[src/rtl/ssnf_pkg.sv]
// ssnf_pkg: shared types, format codes and the seven-segment font
`default_nettype none

package ssnf_pkg;

    // number of display positions
    localparam int DIGIT_COUNT = 4;

    // format selector codes
    localparam logic [2:0] FUNC_BLANK    = 3'd0;
    localparam logic [2:0] FUNC_HEX      = 3'd1;
    localparam logic [2:0] FUNC_UNSIGNED = 3'd2;
    localparam logic [2:0] FUNC_SIGNED   = 3'd3;
    localparam logic [2:0] FUNC_ASCII    = 3'd4;

    // fixed patterns for sign and error text
    localparam logic [7:0] SEG_PLUS  = 8'h70;
    localparam logic [7:0] SEG_MINUS = 8'h40;
    localparam logic [7:0] SEG_E     = 8'h79;
    localparam logic [7:0] SEG_R     = 8'h33;

    // character codes used to reach digits and letters in the font
    localparam logic [7:0] CHAR_SPACE = 8'h20;
    localparam logic [7:0] CHAR_ZERO  = 8'h30;
    localparam logic [7:0] CHAR_A     = 8'h41;
    localparam logic [7:0] CHAR_TILDE = 8'h7E;
    localparam logic [7:0] CHAR_DEL   = 8'h7F;

    // decimal range limits
    localparam logic [31:0] UNSIGNED_MAX = 32'd9999;
    localparam logic [31:0] NEG_MAG_MAX  = 32'd999;

    // font for codes space through DEL, bits 0..6 segments a..g, bit 7 point
    localparam logic [7:0] FONT [96] = '{
        8'h00, 8'h86, 8'h22, 8'h7E, 8'h6D, 8'hD2, 8'h46, 8'h20, 8'h29, 8'h0B,
        8'h21, 8'h70, 8'h10, 8'h40, 8'h80, 8'h52, 8'h3F, 8'h06, 8'h5B, 8'h4F,
        8'h66, 8'h6D, 8'h7D, 8'h07, 8'h7F, 8'h6F, 8'h09, 8'h0D, 8'h61, 8'h48,
        8'h43, 8'hD3, 8'h5F, 8'h77, 8'h7C, 8'h39, 8'h5E, 8'h79, 8'h71,
        8'h3D, 8'h76, 8'h30, 8'h1E, 8'h75, 8'h38, 8'h15, 8'h37, 8'h3F, 8'h73,
        8'h6B, 8'h33, 8'h6D, 8'h78, 8'h3E, 8'h3E, 8'h2A, 8'h76, 8'h6E, 8'h5B,
        8'h39, 8'h64, 8'h0F, 8'h23, 8'h08, 8'h02,
        8'h5F, 8'h7C, 8'h58, 8'h5E, 8'h7B, 8'h71, 8'h6F, 8'h74, 8'h10, 8'h0C,
        8'h75, 8'h30, 8'h14, 8'h54, 8'h5C, 8'h73, 8'h67, 8'h50, 8'h6D, 8'h78,
        8'h1C, 8'h1C, 8'h14, 8'h76, 8'h6E, 8'h5B,
        8'h46, 8'h30, 8'h70, 8'h01, 8'h00
    };

    // decimal digits, index 0 is the leftmost
    typedef logic [DIGIT_COUNT-1:0][3:0] t_bcd;

    // input beat
    typedef struct packed {
        logic [2:0]  func;
        logic [31:0] value;
    } t_in_beat;

    // result beat
    typedef struct packed {
        logic [7:0] digit_zero;
        logic [7:0] digit_one;
        logic [7:0] digit_two;
        logic [7:0] digit_three;
    } t_out_beat;

    // pattern for one character code, codes outside space..DEL show a space, DEL shows the tilde
    function automatic logic [7:0] glyph(input logic [7:0] code);
        logic [7:0] c;
        logic [6:0] idx;
        c   = (code == CHAR_DEL) ? CHAR_TILDE : code;
        idx = 7'(c - CHAR_SPACE);
        if (code < CHAR_SPACE || code > CHAR_DEL) begin
            return FONT[0];
        end
        return FONT[idx];
    endfunction

    // pattern for one nibble shown as 0-9, A-F
    function automatic logic [7:0] hex_glyph(input logic [3:0] nib);
        logic [7:0] wide;
        wide = {4'b0000, nib};
        if (nib > 4'd9) begin
            return glyph(CHAR_A + wide - 8'd10);
        end
        return glyph(CHAR_ZERO + wide);
    endfunction

endpackage

`default_nettype wire

[src/rtl/ssnf_decimal.sv]
// ssnf_decimal: splits a binary value below 10000 into four decimal digits
`default_nettype none

module ssnf_decimal
    import ssnf_pkg::*;
(
    input  wire logic [13:0] i_bin,
    output t_bcd             o_dec
);

    // reciprocals exact for every 14-bit input
    localparam logic [14:0] RECIP_10   = 15'd13108;  // 2^17 / 10, rounded up
    localparam logic [13:0] RECIP_100  = 14'd10486;  // 2^20 / 100, rounded up
    localparam logic [14:0] RECIP_1000 = 15'd16778;  // 2^24 / 1000, rounded up

    logic [28:0] prod10;
    logic [27:0] prod100;
    logic [28:0] prod1000;
    logic [9:0]  q10;
    logic [6:0]  q100;
    logic [3:0]  q1000;
    logic [13:0] q10_x10;
    logic [9:0]  q100_x10;
    logic [6:0]  q1000_x10;

    // independent quotients by 10, 100 and 1000
    always_comb begin
        prod10   = 29'(i_bin) * 29'(RECIP_10);
        prod100  = 28'(i_bin) * 28'(RECIP_100);
        prod1000 = 29'(i_bin) * 29'(RECIP_1000);
        q10      = prod10[26:17];
        q100     = prod100[26:20];
        q1000    = prod1000[27:24];
    end

    // digits from the difference of neighboring quotients
    always_comb begin
        q10_x10   = 14'({q10, 3'b000}) + 14'({q10, 1'b0});
        q100_x10  = 10'({q100, 3'b000}) + 10'({q100, 1'b0});
        q1000_x10 = 7'({q1000, 3'b000}) + 7'({q1000, 1'b0});
        o_dec[0]  = q1000;
        o_dec[1]  = 4'(q100 - q1000_x10);
        o_dec[2]  = 4'(q10 - q100_x10);
        o_dec[3]  = 4'(i_bin - q10_x10);
    end

endmodule

`default_nettype wire

[src/rtl/seven_segment_number_formatter.sv]
// seven_segment_number_formatter: value and format in, four segment patterns out
`default_nettype none

// Formats a 32-bit word for a four-digit seven-segment display: blank, hex of
// the low 16 bits, unsigned decimal 0..9999 with leading zeros, signed decimal
// -999..9999 with leading zeros blanked and a floating minus, or four ASCII
// characters (byte 0 leftmost). Out-of-range decimal values show +ERR or -ERR.
// One beat is taken every clock cycle unless the output side stalls; a beat's
// result passes through the input register and then the result register that
// bracket the decimal split and font lookup. Stall on the output side reaches
// the input side in the same cycle only when both registers hold a beat.

module seven_segment_number_formatter
    import ssnf_pkg::*;
(
    input  wire logic      i_clk,
    input  wire logic      i_rst_n,
    input  wire logic      i_valid,
    output logic           o_stall,
    input  wire t_in_beat  i_data,
    output logic           o_valid,
    input  wire logic      i_stall,
    output t_out_beat      o_data
);

    logic        r_in_valid;
    logic [2:0]  r_func;
    logic [31:0] r_value;
    logic        r_out_valid;
    t_out_beat   r_out;

    logic        in_load;
    logic        out_load;

    logic [31:0] mag;
    logic        neg;
    logic [31:0] dec_src;
    logic        over_pos;
    logic        over_neg;
    t_bcd        dec;
    logic [1:0]  first;
    logic [7:0]  n_digits [DIGIT_COUNT];
    t_out_beat   n_out;

    // pipeline flow control
    assign out_load = r_in_valid && (!r_out_valid || !i_stall);
    assign o_stall  = r_in_valid && !out_load;
    assign in_load  = i_valid && !o_stall;
    assign o_valid  = r_out_valid;
    assign o_data   = r_out;

    // input register
    always_ff @(posedge i_clk) begin
        if (!i_rst_n) begin
            r_in_valid <= 1'b0;
        end else if (in_load) begin
            r_in_valid <= 1'b1;
        end else if (out_load) begin
            r_in_valid <= 1'b0;
        end
        if (in_load) begin
            r_func  <= i_data.func;
            r_value <= i_data.value;
        end
    end

    // sign handling and range checks
    always_comb begin
        mag      = r_value[31] ? (~r_value + 32'd1) : r_value;
        neg      = (r_func == FUNC_SIGNED) && r_value[31];
        dec_src  = (r_func == FUNC_SIGNED) ? mag : r_value;
        over_pos = !neg && (dec_src > UNSIGNED_MAX);
        over_neg = neg && (mag > NEG_MAG_MAX);
    end

    ssnf_decimal u_decimal (
        .i_bin (dec_src[13:0]),
        .o_dec (dec)
    );

    // leftmost digit shown in signed mode
    always_comb begin
        first = 2'(DIGIT_COUNT - 1);
        for (int i = DIGIT_COUNT - 2; i >= 0; i--) begin
            if (dec[i] != 4'd0) begin
                first = 2'(i);
            end
        end
    end

    // per-format segment patterns
    always_comb begin
        for (int i = 0; i < DIGIT_COUNT; i++) begin
            n_digits[i] = 8'h00;
        end
        unique case (r_func)
            FUNC_HEX: begin
                for (int i = 0; i < DIGIT_COUNT; i++) begin
                    n_digits[i] = hex_glyph(r_value[4*(DIGIT_COUNT-1-i) +: 4]);
                end
            end
            FUNC_UNSIGNED, FUNC_SIGNED: begin
                if (over_pos || over_neg) begin
                    n_digits[0] = over_neg ? SEG_MINUS : SEG_PLUS;
                    n_digits[1] = SEG_E;
                    n_digits[2] = SEG_R;
                    n_digits[3] = SEG_R;
                end else if (r_func == FUNC_UNSIGNED) begin
                    for (int i = 0; i < DIGIT_COUNT; i++) begin
                        n_digits[i] = hex_glyph(dec[i]);
                    end
                end else begin
                    for (int i = 0; i < DIGIT_COUNT; i++) begin
                        if (2'(i) >= first) begin
                            n_digits[i] = hex_glyph(dec[i]);
                        end else if (neg && (2'(i) == first - 2'd1)) begin
                            n_digits[i] = SEG_MINUS;
                        end
                    end
                end
            end
            FUNC_ASCII: begin
                for (int i = 0; i < DIGIT_COUNT; i++) begin
                    n_digits[i] = glyph(r_value[8*i +: 8]);
                end
            end
            default: begin
                // blank and unused codes leave everything dark
            end
        endcase
        n_out.digit_zero  = n_digits[0];
        n_out.digit_one   = n_digits[1];
        n_out.digit_two   = n_digits[2];
        n_out.digit_three = n_digits[3];
    end

    // result register
    always_ff @(posedge i_clk) begin
        if (!i_rst_n) begin
            r_out_valid <= 1'b0;
        end else if (out_load) begin
            r_out_valid <= 1'b1;
        end else if (!i_stall) begin
            r_out_valid <= 1'b0;
        end
        if (out_load) begin
            r_out <= n_out;
        end
    end

    // empty result register never pushes back
    a_no_stall_when_empty: assert property (
        @(posedge i_clk) disable iff (!i_rst_n)
        !r_out_valid |-> !o_stall
    ) else $error("input stalled with an empty result register");

    // blank and unused codes give a dark display
    a_blank_dark: assert property (
        @(posedge i_clk) disable iff (!i_rst_n)
        out_load && (r_func == FUNC_BLANK || r_func > FUNC_ASCII) |=> o_data == '0
    ) else $error("blank format lit segments");

    // unsigned overflow shows +ERR
    a_unsigned_err: assert property (
        @(posedge i_clk) disable iff (!i_rst_n)
        out_load && r_func == FUNC_UNSIGNED && r_value > UNSIGNED_MAX
        |=> o_data.digit_zero == SEG_PLUS && o_data.digit_one == SEG_E
    ) else $error("unsigned overflow not flagged");

endmodule

`default_nettype wire

[config.mk]
export PLATFORM = sky130hd
export DESIGN_NAME = seven_segment_number_formatter
export DESIGN_NICKNAME = d
export VERILOG_FILES = /design/src/rtl/ssnf_pkg.sv /design/src/rtl/ssnf_decimal.sv /design/src/rtl/seven_segment_number_formatter.sv
export SDC_FILE = /design/constraint.sdc
export NUM_CORES = 1
export LEC_CHECK = 0
export ABC_AREA = 1
export BUFFER_PORTS_ARGS = -buffer_cell sky130_fd_sc_hd__buf_2
export CAP_MARGIN = 10
export CORE_AREA = 8 8 225 227
export DETAILED_ROUTE_END_ITERATION = 8
export DIE_AREA = 0 0 233 235
export PLACE_DENSITY = 0.72
export RECOVER_POWER = 25
export SLEW_MARGIN = 10
export SYNTH_ARGS = -nofsm -noshare
export SYNTH_HDL_FRONTEND = slang
export SYNTH_SLANG_ARGS = --single-unit
[constraint.sdc]
create_clock -name i_clk -period 19.5 [get_ports i_clk]
set_clock_uncertainty 0.2 [all_clocks]
set_input_delay 3.9 -clock i_clk [delete_from_list [all_inputs] [get_ports i_clk]]
set_output_delay 3.9 -clock i_clk [all_outputs]
set_load 0.005 [all_outputs]
# Word-level counts from Yosys, hierarchy flattened
# Memories as Yosys holds them, arrays and structs flattened.
# Index checks and enable logic that the tools add are counted.
[classes]
addsub = 52
n_mul = 3
n_div = 0
order_cmp = 74
eq_ne = 28
shifts = 0
mux = 301
n_bitwise = 21
reduce_logical = 43
[ops]
columns = ["cell", "n"]
rows = [
  ["2-to-1 mux 8 bit", 116],
  ["2-to-1 mux 7 bit", 24],
  ["greater-or-equal comparator 8 bit, second input constant", 20],
  ["NOT 7 -> 8 bit", 20],
  ["2-to-1 mux 1 bit", 153],
  ["subtractor 7 x 6 -> 7 bit, second input constant", 20],
  ["2-to-1 mux 32 bit", 4],
  ["equality test 8 x 7 -> 1 bit, second input constant", 12],
  ["greater-than comparator 8 x 7 -> 1 bit, second input constant", 12],
  ["< comparator 8 x 6 -> 1 bit, second input constant", 12],
  ["case mux 32 bit (3 select lines)", 1],
  ["adder 7 x 4 -> 8 bit, first input constant", 8],
  ["subtractor 8 x 4 -> 8 bit, second input constant", 8],
  ["adder 6 x 4 -> 7 bit, first input constant", 8],
  ["equality test 7 bit, second input constant", 8],
  ["greater-than comparator 7 bit, second input constant", 8],
  ["< comparator 7 x 6 -> 1 bit, second input constant", 8],
  ["adder 32 x 1 -> 32 bit, second input constant", 1],
  ["greater-than comparator 32 x 10 -> 1 bit, second input constant", 1],
  ["greater-than comparator 32 x 14 -> 1 bit, second input constant", 1],
  ["greater-than comparator 4 bit, second input constant", 8],
  ["NOT 32 bit", 1],
  ["multiplier 14 x 14 -> 27 bit, second input constant", 1],
  ["multiplier 14 x 13 -> 23 bit, second input constant", 1],
  ["other kinds (21)", 66],
]
[word_totals]
reg_bits = 69
latch_bits = 0
mem_bits_rw = 0
rom_bits = 20480
in_bits = 39
out_inout_bits = 34
wordCells = 550
n_memories = 20
[memory_table]
columns = ["memory", "depth", "width", "rd", "rd_ports_with_merged_regs", "write_ports", "line", "source"]
rows = [
  ["(name not given)", 128, 8, 1, 0, 0, "ssnf_pkg.sv:74", "return FONT[idx];"],
  ["(name not given)", 128, 8, 1, 0, 0, "ssnf_pkg.sv:74", ""],
  ["(name not given)", 128, 8, 1, 0, 0, "ssnf_pkg.sv:74", ""],
  ["(name not given)", 128, 8, 1, 0, 0, "ssnf_pkg.sv:74", ""],
  ["(name not given)", 128, 8, 1, 0, 0, "ssnf_pkg.sv:74", ""],
  ["(name not given)", 128, 8, 1, 0, 0, "ssnf_pkg.sv:74", ""],
  ["14 more memories", "--", "--", "--", "--", "--", "--", ""],
]

# Longest topological paths before layout
# Gate-level depths: netlist of run 1.
[depth]
word_depth = 27
mapped_depth = 56
depth_no_buf = 55

# Hierarchy
# A second synthesis of run 1 with hierarchy kept.
[unflattened]
cells_unflattened = 3688
area_unflattened_um2 = 23058.4
[by_module_without_submodules]
columns = ["mod", "instances", "cells_per_inst", "area_each_um2", "seq_area_each_um2"]
rows = [
  ["seven_segment_number_formatter", 1, 2609, 14757.9, 2052.0],
  ["ssnf_decimal", 1, 1079, 8300.5, 0.0],
]

# Worst setup path after synthesis of run 1
# No wires, ideal clock.
[synth_timing]
path_type = "register -> register"
start = "register r_value[0]"
end = "register r_out (netlist bit o_data[18]), data pin"
setup_ps = 256
arrival_time_ps = 9228
required_ps = 19044
path_slack_ps = 9816
path_stages_with_launch = 47
n_path_buf = 3
period_less_slack_ps = 9684
path_cell_list = "edfxtp_1 > buf_2 > inv_1 > ha_1 > buf_2 > nand2_4 > nor2_2 > nand2_2 > nand2_1 > xor2_1 > inv_1 > o21ai_0 > inv_1 > xor2_1 > ha_1 > or2_2 > ha_1 > fa_1 > [11 not listed] > inv_1 > or2_2 > nand2_1 > ha_1 > inv_1 > o21ai_0 > nand2_2 > inv_1 > ha_1 > inv_1 > clkbuf_1 > nand3_1 > nand2_1 > a21oi_1 > nand2_1 > nand2_1 > nand3_1 > nand2_1"
[synth_lines]
columns = ["item", "line", "source"]
rows = [
  ["start, declared", "seven_segment_number_formatter.sv:28", "logic [31:0] r_value;"],
  ["start signal, assigned", "seven_segment_number_formatter.sv:63", "r_value <= i_data.value;"],
  ["end signal, assigned", "seven_segment_number_formatter.sv:147", "r_out <= n_out;"],
  ["end, declared", "seven_segment_number_formatter.sv:30", "t_out_beat r_out;"],
]

==> results of run 1 <==
area by class of cell:
class	instances	area (um^2)	area share
Tap cell	615	769	0.0321
Inverter	659	2480	0.104
Timing Repair Buffer	94	512	0.0213
Clock buffer	9	225	0.00940
Multi-Input combinational cell	2723	17800	0.744
Sequential cell	69	2050	0.0856
Clock inverter	7	97.6	0.00407
worst paths after layout:
check              from         end  slack (ns)  depth (start not counted)
min             o_valid     o_valid        0.33                          2
min reg2reg     o_valid     o_valid        0.33                          2
max          r_value[2]  o_data[18]        8.65                         47
max reg2reg  r_value[2]  o_data[18]        8.65                         47
layout by cell type (no fill, tap or decap), types with 36 or more instances in the layout:
cell      count
nand2_1     751
inv_1       633
nor2_1      346
ha_1        335
o21ai_0     283
a21oi_1     214
nand3_1     189
fa_1        125
edfxtp_1     67
buf_2        64
o211ai_1     49
nor3_1       46
xor2_1       36
stage by stage:
| step | setup WS [ns] | hold WS, ns | util | cell area, um^2 | instances |
|---|---|---|---|---|---|
| after floorplan | 9.82 | 0.253 | - | 22900 | 3566 |
| after global placement | 8.91 | 0.316 | 0.502 | 23700 | 4160 |
| after detailed placement | 8.87 | 0.319 | 0.502 | 23700 | 4160 |
| after CTS | 8.83 | 0.329 | 0.509 | 24000 | 4176 |
| after global routing | 7.84 | 0.367 | 0.508 | 24000 | 4176 |
| final | 8.65 | 0.327 | 0.508 | 24000 | 4176 |
cells by family after synthesis:
kind of cell | Yosys count | share of synthesized area
adder cells (fa/ha/maj) | 460 | 0.293
AND/OR/NAND/NOR | 1439 | 0.265
buffers and inverters | 774 | 0.131
AO/OA/AOI/OAI | 775 | 0.202
XOR/XNOR | 49 | 0.0199
flip-flops | 69 | 0.0898
sequential cells by signal, summed over array words and instances, names as in the netlist:
register,cells
r_in_valid,1
r_func,3
o_valid,1
r_value,32
o_data,32
worst min-delay path, cell delays in order, from the launching register on:
cell and delay [ns]:
dfxtp_1 0.34, nand2_1 0.09, a21oi_1 0.06
layer usage:
metal	track usage	wire, um	share of wire
met1	0.396	34300	0.43
met2	0.432	34500	0.43
met3	0.0466	7670	0.096
met4	0.108	3450	0.043
met5	0	0	0
==> results.json, run 1 <==
{
  "status": "finished, violations left",
  "failed_checks": "capacitance limit, slew limit",
  "fin_nets": 4055,
  "synth_top_area_frac": 0.183,
  "core_area_mm2": 0.0471,
  "post_cts_buffers": 0,
  "die_y_um": 235,
  "cts_hold_buf": 0,
  "ios": 73,
  "setup_viol": 0,
  "cpPeakStageDelay_ns": 0.87,
  "critical_path_arrival_ns": 10.77,
  "die_area_mm2": 0.0548,
  "num_rows": 80,
  "root_buffer": "clkbuf_16",
  "yosysMostFrequentCell": "nand2_1",
  "ys_warn_count": 0,
  "clkSinkCount": 69,
  "clk_pin_slew_ns": 0.07,
  "io_buffers": 72,
  "maxCapViolCount": 1,
  "synthToLayoutAreaGrowth_pct": 4.85,
  "crit_path_end_kind": "flip-flop",
  "synthFlopType": "edfxtp_1",
  "drc_errors": 0,
  "drv_slew": 33,
  "crit_type": "reg -> reg",
  "dr.pass1.iters": 7,
  "yosys.area.top_type": "ha_1",
  "slew_headroom": -0.503,
  "cp_num_buf_inv": 11,
  "wl_mm": 79.9,
  "fmax_ghz": 0.0922,
  "n_antenna_cell": 0,
  "synth.distinct_cells": 73,
  "worst_slew_pin_slew_ns": 2.25,
  "fin_crit_sh": 0.556,
  "via_count": 24600,
  "die_x_um": 233,
  "cts_tree": "yes",
  "syn_nets": 4065,
  "drt-initial-drc-count": 3121,
  "ys_seq_area_frac": 0.0898,
  "track_usage": 0.283,
  "tns_ns": 0,
  "finalHoldViolCount": 0,
  "synth_edf_count": 67,
  "start_util": 0.485,
  "synth_cells": 3566,
  "wire_per_inst_um": 19.1,
  "drive_gt1_frac": 0.0522,
  "h-tree-depth": 3,
  "grt_max_degree": 37,
  "cts_resized": 0,
  "cp_common_cell": "nand2_1",
  "synthTopCellsByCount": "nand2_1, inv_1, nor2_1",
  "rsz0062_at_grt": "false",
  "antenna_found_initial": 0,
  "syn_area_mm2": 0.0229,
  "min_period_ns": 10.85,
  "dp_hpwl_mm": 64.5,
  "clockBufferDepth": 2,
  "crit_required_ns": 19.41,
  "async_flop_share": 0,
  "ant_nets": 0,
  "place.gp.congestion": 1.03,
  "syn_area_per_cell_um2": 6.41,
  "grt_overflow_total": 0,
  "worst_setup_path_start_kind": "flip-flop",
  "vias_per_cell": 5.89,
  "grt_pass1_wl_mm": 127,
  "cts_inserted_buffers": 9,
  "ys_ff_latch": 69,
  "clk_latency_ns": 0.36,
  "grt_pass1_vias": 23000,
  "hold_class": "reg -> reg",
  "critPathTopFamily": "adder cells",
  "worst_path_max_delay_cell": "edfxtp_1",
  "fillers": 4816,
  "crit_fanout": 24,
  "yosys-top-cells-area": "ha_1, nand2_1, fa_1, inv_1, edfxtp_1"
}
Power of run 1 is left out: the tool's default activity adds up to more than one toggle a clock period on the data nets, which glitch-free logic cannot reach.
==> run 2, diff against run 1 <==
Clock period 19.5 ns to 10.4 ns, I/O delays scaled along.
==> run 2 against run 1 <==
Against the previous run:
- the flow still finishes with violations (capacitance limit, slew limit)
- maximum frequency up 12%
- final cell count up 0.72%
- worst hold slack worse by 0.052 ns
- non-clock buffer count up 30
- flip-flop and latch count unchanged
- worst setup slack got worse by 8.0 ns
- clock-buffer cell count is the same
- sequential share of layout area decreased by 0.083 points
- global-route usage grew 0.24 points
- routed wire length increased by 0.76%
- via count rose by 1.3%
- first-iteration DRC count rose by 7.7%
==> results.json, run 2 (same netlist as run 1, synthesis figures left out) <==
{
  "fillers": 4811,
  "regArea_mm2": 0.00205,
  "cts_inserted_buffers": 9,
  "cpPeakStageDelay_ns": 0.53,
  "crit_type": "reg -> reg",
  "use_met3": 0.0502,
  "post_dp_cell_area_mm2": 0.0239,
  "failed_checks": "capacitance limit, slew limit",
  "root_buffer": "clkbuf_16",
  "antenna_found_initial": 2,
  "die_area_mm2": 0.0548,
  "grt_overflow_total": 0,
  "hp-start": "r_in_valid",
  "track_usage": 0.286,
  "num_rows": 80,
  "worst_path_max_delay_cell": "fa_1",
  "die_y_um": 235,
  "cp_num_buf_inv": 9,
  "drv_slew": 30,
  "clk_pin_slew_ns": 0.07,
  "finalHoldViolCount": 0,
  "fin_nets": 4085,
  "cp_common_cell": "nand2_1",
  "wl_mm": 80.6,
  "grt_pass1_vias": 22900,
  "drt-initial-drc-count": 3360,
  "tns_ns": 0,
  "layout_common_cells": "nand2_1, inv_1, nor2_1, ha_1, o21ai_0",
  "worst_slew_pin_slew_ns": 1.94,
  "io_buffers": 72,
  "min_period_ns": 9.73,
  "vias_per_cell": 5.93,
  "drc_errors": 0,
  "clockBufferDepth": 2,
  "h-tree-depth": 3,
  "synthToLayoutAreaGrowth_pct": 5.88,
  "cts_hold_buf": 0,
  "ios": 73,
  "rsz0062_at_grt": "false",
  "dp_hpwl_mm": 64.7,
  "hold_class": "reg -> reg",
  "fin_crit_sh": 0.935,
  "multiInputGateArea_mm2": 0.0178,
  "wire_per_inst_um": 19.2,
  "fmax_ghz": 0.103,
  "crit_required_ns": 10.31,
  "critPathTopFamily": "adder cells",
  "n_antenna_cell": 0,
  "dr.pass1.iters": 6,
  "crit_fanout": 15,
  "place.gp.congestion": 1.03,
  "die_x_um": 233,
  "reg2reg_from": "r_value[1]",
  "dp.cells": 4187,
  "design_area_mm2": 0.0242,
  "ant_nets": 0,
  "grt_pass1_wl_mm": 127,
  "clkSinkCount": 69,
  "met1_usage": 0.402,
  "slew_headroom": -0.292,
  "crit_start": "r_value[1]",
  "grt_util_met2": 0.432,
  "top_usage_layer": "met2",
  "setup_viol": 0,
  "via_count": 24900,
  "cts_tree": "yes",
  "final_common_cell": "nand2_1",
  "worst_setup_path_start_kind": "flip-flop",
  "clk_latency_ns": 0.37,
  "status": "finished, violations left",
  "core_area_mm2": 0.0471,
  "start_util": 0.485,
  "grt_max_degree": 36,
  "finalNonFillerCells": 4206,
  "crit_path_end_kind": "flip-flop",
  "critical_path_arrival_ns": 9.64,
  "drive_gt1_frac": 0.0618,
  "maxCapViolCount": 1
}
[run 2: changes by cell type in the layout (fill, tap and decap cells not counted), moves of 2 or more]
cell      before  now
buf_4         21   51
buf_2         64   68
clkbuf_1       9    5
inv_1        633  630
inv_2         13   15
[run 2: worst paths after layout]
kind	endpoint	slack (ns)	cells after the start
setup reg to reg	o_data[22]	0.67	48
hold / removal	o_valid	0.27	2
setup / recovery	o_data[22]	0.67	48
hold reg to reg	o_valid	0.27	2
[run 2: cell type report]
type                    count  area share
multi-input cells        2723       0.737
inverters                 659       0.103
flip-flops and latches     69      0.0848
well taps                 615      0.0318
repair buffers            124      0.0307
clock buffers               9     0.00930
clock inverters             7     0.00403
[run 2: per-layer routing]
layer	share of wire	wire length, um	up-vias
li1	-	-	11800
met1	0.43	34700	11400
met2	0.43	34500	1491
met3	0.10	8130	220
met4	0.040	3200	2
met5	0.00016	13	-
[run 2: metrics by stage]
stage | util | worst slack [ns] | hold WS, ns
6_report | 0.513 | 0.672 | 0.275
3_3_place_gp | 0.506 | 0.600 | 0.314
5_1_grt | 0.513 | 0.0271 | 0.307
2_1_floorplan | - | 0.716 | 0.253
3_5_place_dp | 0.506 | 0.505 | 0.316
4_1_cts | 0.513 | 0.458 | 0.326
[run 2: what timing repair did]
item | CTS | global route
setup buffers | 0 | 3
resized for setup | 0 | 6
endpoints found under the setup margin | 0 | 10
[run 2: worst reg2reg max path: cells and delay by family, from the launching register on]
family / cells / cell delay, ns
fa+ha+maj: 10 / 3.50
flops: 1 / 0.49
xor+xnor: 6 / 1.14
simple gates: 21 / 2.13
buf+inv: 9 / 1.38
compound gates: 2 / 0.64
Power of run 2 is left out for the same reason.
